$ cat src/olid_pkg.sv
`default_nettype none
package olid_pkg;

  localparam int OLID_POS_W   = 7;
  localparam int OLID_VALUE_W = 32;
  localparam int OLID_COUNT_W = 8;

  typedef enum logic [1:0] {
    OP_INSERT  = 2'd0,
    OP_DEL_VAL = 2'd1,
    OP_DEL_POS = 2'd2,
    OP_READ    = 2'd3
  } olid_op_t;

  typedef enum logic [1:0] {
    STAT_OK        = 2'd0,
    STAT_BAD_POS   = 2'd1,
    STAT_NOT_FOUND = 2'd2,
    STAT_FULL      = 2'd3
  } olid_status_t;

  typedef enum logic {
    ST_IDLE = 1'b0,
    ST_EXEC = 1'b1
  } olid_state_t;

  typedef struct packed {
    olid_op_t                 op;
    logic [OLID_POS_W-1:0]    position;
    logic [OLID_VALUE_W-1:0]  value;
  } olid_req_t;

  typedef struct packed {
    olid_status_t             status;
    logic [OLID_VALUE_W-1:0]  read_value;
    logic [OLID_COUNT_W-1:0]  count;
  } olid_rsp_t;

  // broadcast to every cell
  typedef struct packed {
    logic capture;  // register compare result
    logic ins;      // open a slot at k, cells above take lower neighbor
    logic del;      // close slot k, cells at and above take upper neighbor
  } olid_cell_ctl_t;

endpackage
`default_nettype wire

$ cat src/olid_cell.sv
`default_nettype none
module olid_cell #(
  parameter int DATA_WIDTH = 32,
  parameter int IDX_W      = 7
) (
  input  wire                          clk,
  input  olid_pkg::olid_cell_ctl_t     ctl,
  input  wire [IDX_W-1:0]              index,
  input  wire [IDX_W-1:0]              k,
  input  wire [DATA_WIDTH-1:0]         value,
  input  wire [DATA_WIDTH-1:0]         lower,
  input  wire [DATA_WIDTH-1:0]         upper,
  output logic [DATA_WIDTH-1:0]        entry,
  output logic                         match,
  output logic [DATA_WIDTH-1:0]        rd_part
);
  import olid_pkg::*;

  always_ff @(posedge clk) begin
    if (ctl.capture) begin
      match <= (entry == value);
    end
    if (ctl.ins) begin
      if (index > k) begin
        entry <= lower;
      end else if (index == k) begin
        entry <= value;
      end
    end else if (ctl.del) begin
      if (index >= k) begin
        entry <= upper;
      end
    end
  end

  assign rd_part = (index == k) ? entry : '0;

endmodule
`default_nettype wire

$ cat config.mk
export PLATFORM = sky130hd
export DESIGN_NAME = olid_cell
export DESIGN_NICKNAME = d
export VERILOG_FILES = /design/src/olid_pkg.sv /design/src/olid_cell.sv
export SDC_FILE = /design/constraint.sdc
export NUM_CORES = 1
export LEC_CHECK = 0
export BUFFER_PORTS_ARGS = -buffer_cell sky130_fd_sc_hd__buf_2
export CORE_MARGIN = 3
export CORE_UTILIZATION = 25
export CTS_CLUSTER_DIAMETER = 60
export CTS_CLUSTER_SIZE = 20
export DETAILED_ROUTE_END_ITERATION = 10
export HOLD_SLACK_MARGIN = 0.02
export SLEW_MARGIN = 10
export SYNTH_ARGS = -nofsm -noshare
export SYNTH_HDL_FRONTEND = slang
export SYNTH_SLANG_ARGS = --single-unit
$ cat constraint.sdc
create_clock -name clk -period 4.4 [get_ports clk]
set_input_delay 1.1 -clock clk [delete_from_list [all_inputs] [get_ports clk]]
set_output_delay 1.1 -clock clk [all_outputs]
set_load 0.02 [all_outputs]
==> impl_results.md, run 1 <==
* Critical path startpoint category: input pin
* Ant diodes at 0
* GR Overflow Total at 0
* CP endpoint kind: primary output
* Fmax at 0.284 GHz
* Mean routed wirelength per cell at 18.2 µm
* Post-placement worst setup slack at 880 ps
* DRT Wirelength at 11600 µm
* Crit path buffers/inverters at 3
* Fill count at 1213
* Syn. warnings at 0
* Worst-skew pair later-pin latency at 270 ps
* Gate Count Post-Synth at 339
* Multi-input logic area at 1810 µm²
* PostCTS Resize Cnt at 0
* Status: complete, no violations
* Yosys cell types at 26
* Die Span X at 116 µm
* Setup violators final at 0
* Worst R2R End: match
* RSZ-0062 raised after global routing: no
* Leak at 1.94 nW
* DIE HEIGHT at 116 µm
* Syn Area/Cell at 8.88 µm²
* Hold EP: match
* Period utilization at 80.0%
* Initial antenna violation count at 0
* Layout overhead on the synthesized area at 36.1%
* Worst min path class: reg2reg
* Nets at 612
* Min Clock Period, post-route at 3520 ps
* Crit path from: index[6]
* Worst Hold Depth at 4
* Post-synthesis cell area at 3010 µm²
* Share of layout cells above drive strength 1 at 40.0%
* Final Power at 1.19 mW
* TritonRoute pass-1 iters at 4
* Final Core Density at 35.3%
* Top delay family on crit path: buffers and inverters
* Worst R2R Start: entry[26]
* Number of routed nets with antenna violations at 0
* HPWL Detailed at 8510 µm
* Worst-path cell chain: buf_2 -> ha_1 -> and4_1 -> buf_4 -> and3_1 -> buf_2
* Final GP Congestion at 0.822
* Maximum number of pins on one net before global-route repair at 50
* R2R setup slack at 2880 ps
* Arr. time, crit path at 2420 ps
* CP max-delay cell: buf_4
* Final hold viol count at 0
* Hold path start: entry[9]
* Ports at 179
* Clock root buffer: clkbuf_16
* Starting Density at 25.9%
* Post-synth net total at 460
* Path depth of the worst reg2reg path at 4
* Most frequent CP cell: buf_2
* Clock Sinks at 33
* H-tree depth at 2
* CTS tree: yes
* Drt drc at 0
* Cell Pwr Density at 290 nW/µm²
* Crit Path Max Fanout at 37
* Vias post-DR at 3383
* Seq/Total Area, Yosys at 32.9%
* Sequential cell area at 991 µm²
* Vias/cell at 5.34
* Die area at 13400 µm²
* Worst-path clk slew at 50 ps
* GRT Util Overall at 16.3%
* #FFs+latches synth at 33
* I/O Buffers at 178
* Max Cap Viol at 0
* Number of global-route vias before repair at 3391
* Clock buffer count from CTS at 5
* First-pass GRT wire length at 17200 µm
* CTS Buffer Depth at 2
* Max stage delay on crit path at 340 ps
* Clock skew at 5.87 ps
* WP data required at 3300 ps
* Placeable Area at 11600 µm²
* Final WS setup at 880 ps
* Crit Path Class: in2out
* Row cnt at 39
* VDD IR-drop max at 111 µV
* Tightest Pin Transition at 939 ps
* 1st-iter DRT viols at 183
* Max-slew violation count at 0
* Setup Total Neg Slack at 0 ps
* Post-CTS Hold Buffers at 0
* Post-CTS setup repair buffer count at 0
* Slew headroom at 37.2%
==> flip-flops by register name, indices dropped and copies added, names as in the netlist <==
register and cells:
match 1, entry 32
==> through the flow <==
| stage | instance area, µm² | hold slack, ps | cells |
|---|---|---|---|
| floorplan | 3010 | 929 | 339 |
| global placement | 3970 | 900 | 627 |
| detailed placement | 3970 | 887 | 627 |
| CTS | 4100 | 903 | 633 |
| global route | 4100 | 945 | 633 |
| finish | 4100 | 895 | 633 |
==> report_power, final <==
part	leakage [nW]	switching [mW]	internal, mW
Combinational	1.56	0.257	0.151
Clock	0.0655	0.120	0.202
Sequential	0.309	0.0459	0.413
==> worst max-delay path by stage <==
stage / endpoint / slack, ps / cells after the start
2_1_floorplan: entry[0] / 330 / 7
3_3_place_gp: rd_part[15] / 920 / 7
3_5_place_dp: rd_part[14] / 880 / 6
4_1_cts: rd_part[29] / 870 / 6
5_1_grt: rd_part[25] / 750 / 7
6_report: rd_part[17] / 880 / 6
==> per-layer routing <==
layer	part of all wire, %	global-route usage (%)
met1	45	21.0
met2	48	28.0
met3	5.7	3.03
met4	1.3	4.87
met5	0	0
==> final cells by class <==
cell class,instances,share of cell area (%)
flip-flops and latches,33,24.2
clock inverters,1,0.122
repair buffers,186,23.6
multi-input cells,258,44.1
inverters,7,0.641
clock buffers,5,3.05
well taps,143,4.36
==> worst min-delay path, cell delays in order, from the launching register on <==
cell and delay (ps):
edfxtp_1 380, xor2_1 150, nor4_1 80, nand4_1 80, nor2_1 40
==> cells by family after synthesis <==
| family | after synthesis | share of synthesized area (%) |
|---|---|---|
| simple gates | 146 | 28.9 |
| fa+ha+maj | 7 | 2.91 |
| xor+xnor | 32 | 9.31 |
| flops | 33 | 32.9 |
| buf+inv | 48 | 8.18 |
| compound gates | 73 | 17.8 |
==> layout by cell type, fill, tap and decap left out, types with 2 or more instances in the layout <==
cell type,n
buf_2,177
nand4_1,34
and3_1,33
edfxtp_1,33
o2111ai_1,32
nor2b_1,32
a31oi_1,32
nand3_1,32
xor2_1,32
nor4_1,8
buf_4,8
inv_1,7
ha_1,7
clkbuf_16,5
nand2_1,2
a21oi_1,2
o21ai_4,2
o21a_1,2
nor2_1,2
==> synth_stat cells <==
cell type	count	area, µm²
inv_1	7	26.3
nor4_1	8	50.1
edfxtp_1	33	991
and3b_1	1	8.76
nand3_1	32	160
o2111ai_1	32	280
o21ai_1	2	10.0
clkbuf_1	19	71.3
o21a_1	2	15.0
and3_1	33	206
nor2_1	2	7.51
a21o_1	1	7.51
nand4_1	34	213
buf_6	5	56.3
xor2_1	32	280
buf_1	2	7.51
and4_1	1	8.76
a31oi_1	32	200
ha_1	7	87.6
buf_4	4	30.0
nand2_1	2	7.51
buf_2	11	55.1
nor2b_1	32	200
o31ai_1	1	7.51
and2_4	1	8.76
a21oi_1	3	15.0
No activity file was read; power rests on OpenSTA's default activity.
==> inputs of run 2 (changes only) <==
==> constraint.sdc (replaced) <==
create_clock -name clk -period 3.35 [get_ports clk]
set_input_delay 0.8375 -clock clk [delete_from_list [all_inputs] [get_ports clk]]
set_output_delay 0.8375 -clock clk [all_outputs]
set_load 0.02 [all_outputs]
==> impl_results.md, run 2 (synthesis results as in run 1) <==
* Min Clock Period, post-route at 3010 ps
* Ant diodes at 0 (unchanged)
* Die Span X at 116 µm (unchanged)
* Vias post-DR at 3329 (-1.6%)
* Status: complete, no violations
* Worst min path class: in2reg
* Die area at 13400 µm² (unchanged)
* CTS tree: yes
* HPWL Detailed at 8500 µm (-0.18%)
* PostCTS Resize Cnt at 0 (unchanged)
* WP data required at 2510 ps (-790 ps)
* Fill count at 1233 (+1.6%)
* TritonRoute pass-1 iters at 4 (unchanged)
* Tightest Pin Transition at 1100 ps (+163 ps)
* CP endpoint kind: primary output
* Crit Path Max Fanout at 30 (-19%)
* VDD IR-drop max at 173 µV (+56%)
* First-pass GRT wire length at 17300 µm (+0.76%)
* GRT Util Overall at 16.6% (+0.23 points)
* Period utilization at 89.8%
* Placed Cells incl. Taps at 628 (+0.16%)
* Crit Path Class: in2out
* Leak at 1.94 nW (+0.29%)
* Initial antenna violation count at 1 (+1)
* DIE HEIGHT at 116 µm (unchanged)
* Most common cell after layout, fill and taps aside: buf_2
* Post-Place Cell Area at 3980 µm² (+0.19%)
* H-tree depth at 2 (unchanged)
* Clock buffer count from CTS at 5 (unchanged)
* Maximum number of pins on one net before global-route repair at 129 (+160%)
* I/O Buffers at 178 (unchanged)
* Multi-input logic area at 1810 µm² (unchanged)
* Max-slew violation count at 0 (unchanged)
* Row cnt at 39 (unchanged)
* Ports at 179 (unchanged)
* Non-filler instance count after layout at 634 (+0.16%)
* Cell Pwr Density at 381 nW/µm² (+31%)
* Max Cap Viol at 0 (unchanged)
* Layout overhead on the synthesized area at 36.4%
* CTS Buffer Depth at 2 (unchanged)
* Clock skew at 2.14 ps (-3.73 ps)
* Number of routed nets with antenna violations at 0 (unchanged)
* Vias/cell at 5.25 (-1.8%)
* Number of global-route vias before repair at 3196 (-5.8%)
* Most frequent CP cell: buf_2
* Worst-path clk slew at 50 ps (about the same)
* Setup violators final at 0 (unchanged)
* Final GP Congestion at 0.763 (-7.1%)
* GR Overflow Total at 0 (unchanged)
* Nets at 613 (+0.16%)
* Drt drc at 0 (unchanged)
* Worst-skew pair later-pin latency at 270 ps (about the same)
* Critical path startpoint category: input pin
* Arr. time, crit path at 2170 ps (-250 ps)
* Post-CTS setup repair buffer count at 0 (unchanged)
* Worst-path cell chain: buf_2 -> inv_1 -> ha_1 -> and4_1 -> buf_4 -> and3_1 -> buf_2
* Post-CTS Hold Buffers at 0 (unchanged)
* Top flop regs: entry (32), match (1)
* RSZ-0062 raised after global routing: no
* Starting Density at 25.9% (unchanged)
* Final hold viol count at 0 (unchanged)
* Register with the most flip-flops: entry
* Most frequent cells in the layout: buf_2, nand4_1, and3_1, edfxtp_1
* Clock Sinks at 33 (unchanged)
* Fmax at 0.333 GHz
* Setup Total Neg Slack at 0 ps (unchanged)
* DRT Wirelength at 11600 µm (+0.17%)
* Clock root buffer: clkbuf_16
* Sequential cell area at 991 µm² (unchanged)
* Share of layout cells above drive strength 1 at 40.1% (+0.12 points)
* Mean routed wirelength per cell at 18.3 µm (about the same)
* Slew headroom at 26.4% (-11 points)
* Placeable Area at 11600 µm² (unchanged)
* 1st-iter DRT viols at 205 (+12%)
* Max stage delay on crit path at 310 ps (-30 ps)
* CP max-delay cell: buf_4
* Finished Cell Area at 4110 µm² (+0.18%)
* Max reg flops at 32 (unchanged)
## run 2: changes by cell type in the layout (fill, tap and decap cells not counted)
cell	change
buf_4	+1
## run 2: final cells by class
class / instances / share of cell area [%]
Clock buffer: 5 / 3.05
Clock inverter: 1 / 0.122
Inverter: 7 / 0.640
Multi-Input combinational cell: 258 / 44.0
Sequential cell: 33 / 24.1
Tap cell: 143 / 4.36
Timing Repair Buffer: 187 / 23.7
## run 2: worst paths after layout
| kind | startpoint | end | slack [ps] | depth (start not counted) |
|---|---|---|---|---|
| setup / recovery | k[6] | rd_part[10] | 340 | 7 |
| hold / removal | ctl[2] | match | 770 | 1 |
| setup reg to reg | entry[24] | match | 1840 | 4 |
| hold reg to reg | entry[18] | match | 890 | 4 |
## run 2: through the flow
stage / setup WS (ps) / power (mW) / hold slack [ps] / utilization, %
2_1_floorplan: 244 / 0.902 / 929 / -
3_3_place_gp: 385 / 1.14 / 886 / 34.2
3_5_place_dp: 327 / 1.15 / 897 / 34.2
4_1_cts: 322 / 1.59 / 765 / 35.4
5_1_grt: 228 / 1.65 / 759 / 35.4
6_report: 343 / 1.56 / 771 / 35.4
## run 2: power by group
group | switching (mW) | internal (mW) | leakage [nW]
combinational | 0.337 | 0.195 | 1.57
sequential | 0.0600 | 0.543 | 0.309
clock | 0.164 | 0.265 | 0.0655
## run 2: routing by layer
layer / up-vias / part of all wire (%) / global-route usage, % / routed length (µm)
met5: - / 0.060 / 0 / 7
met3: 6 / 7.4 / 2.77 / 861
met2: 165 / 46 / 27.9 / 5360
li1: 1641 / - / - / -
met4: 2 / 0.44 / 2.78 / 51
met1: 1515 / 46 / 22.8 / 5300
## run 2: worst max-delay path, delay by kind of cell
kind                     cells  cell delay, ps
AND/OR/NAND/NOR              2             440
buffers and inverters        4             590
adder cells (fa/ha/maj)      1             300
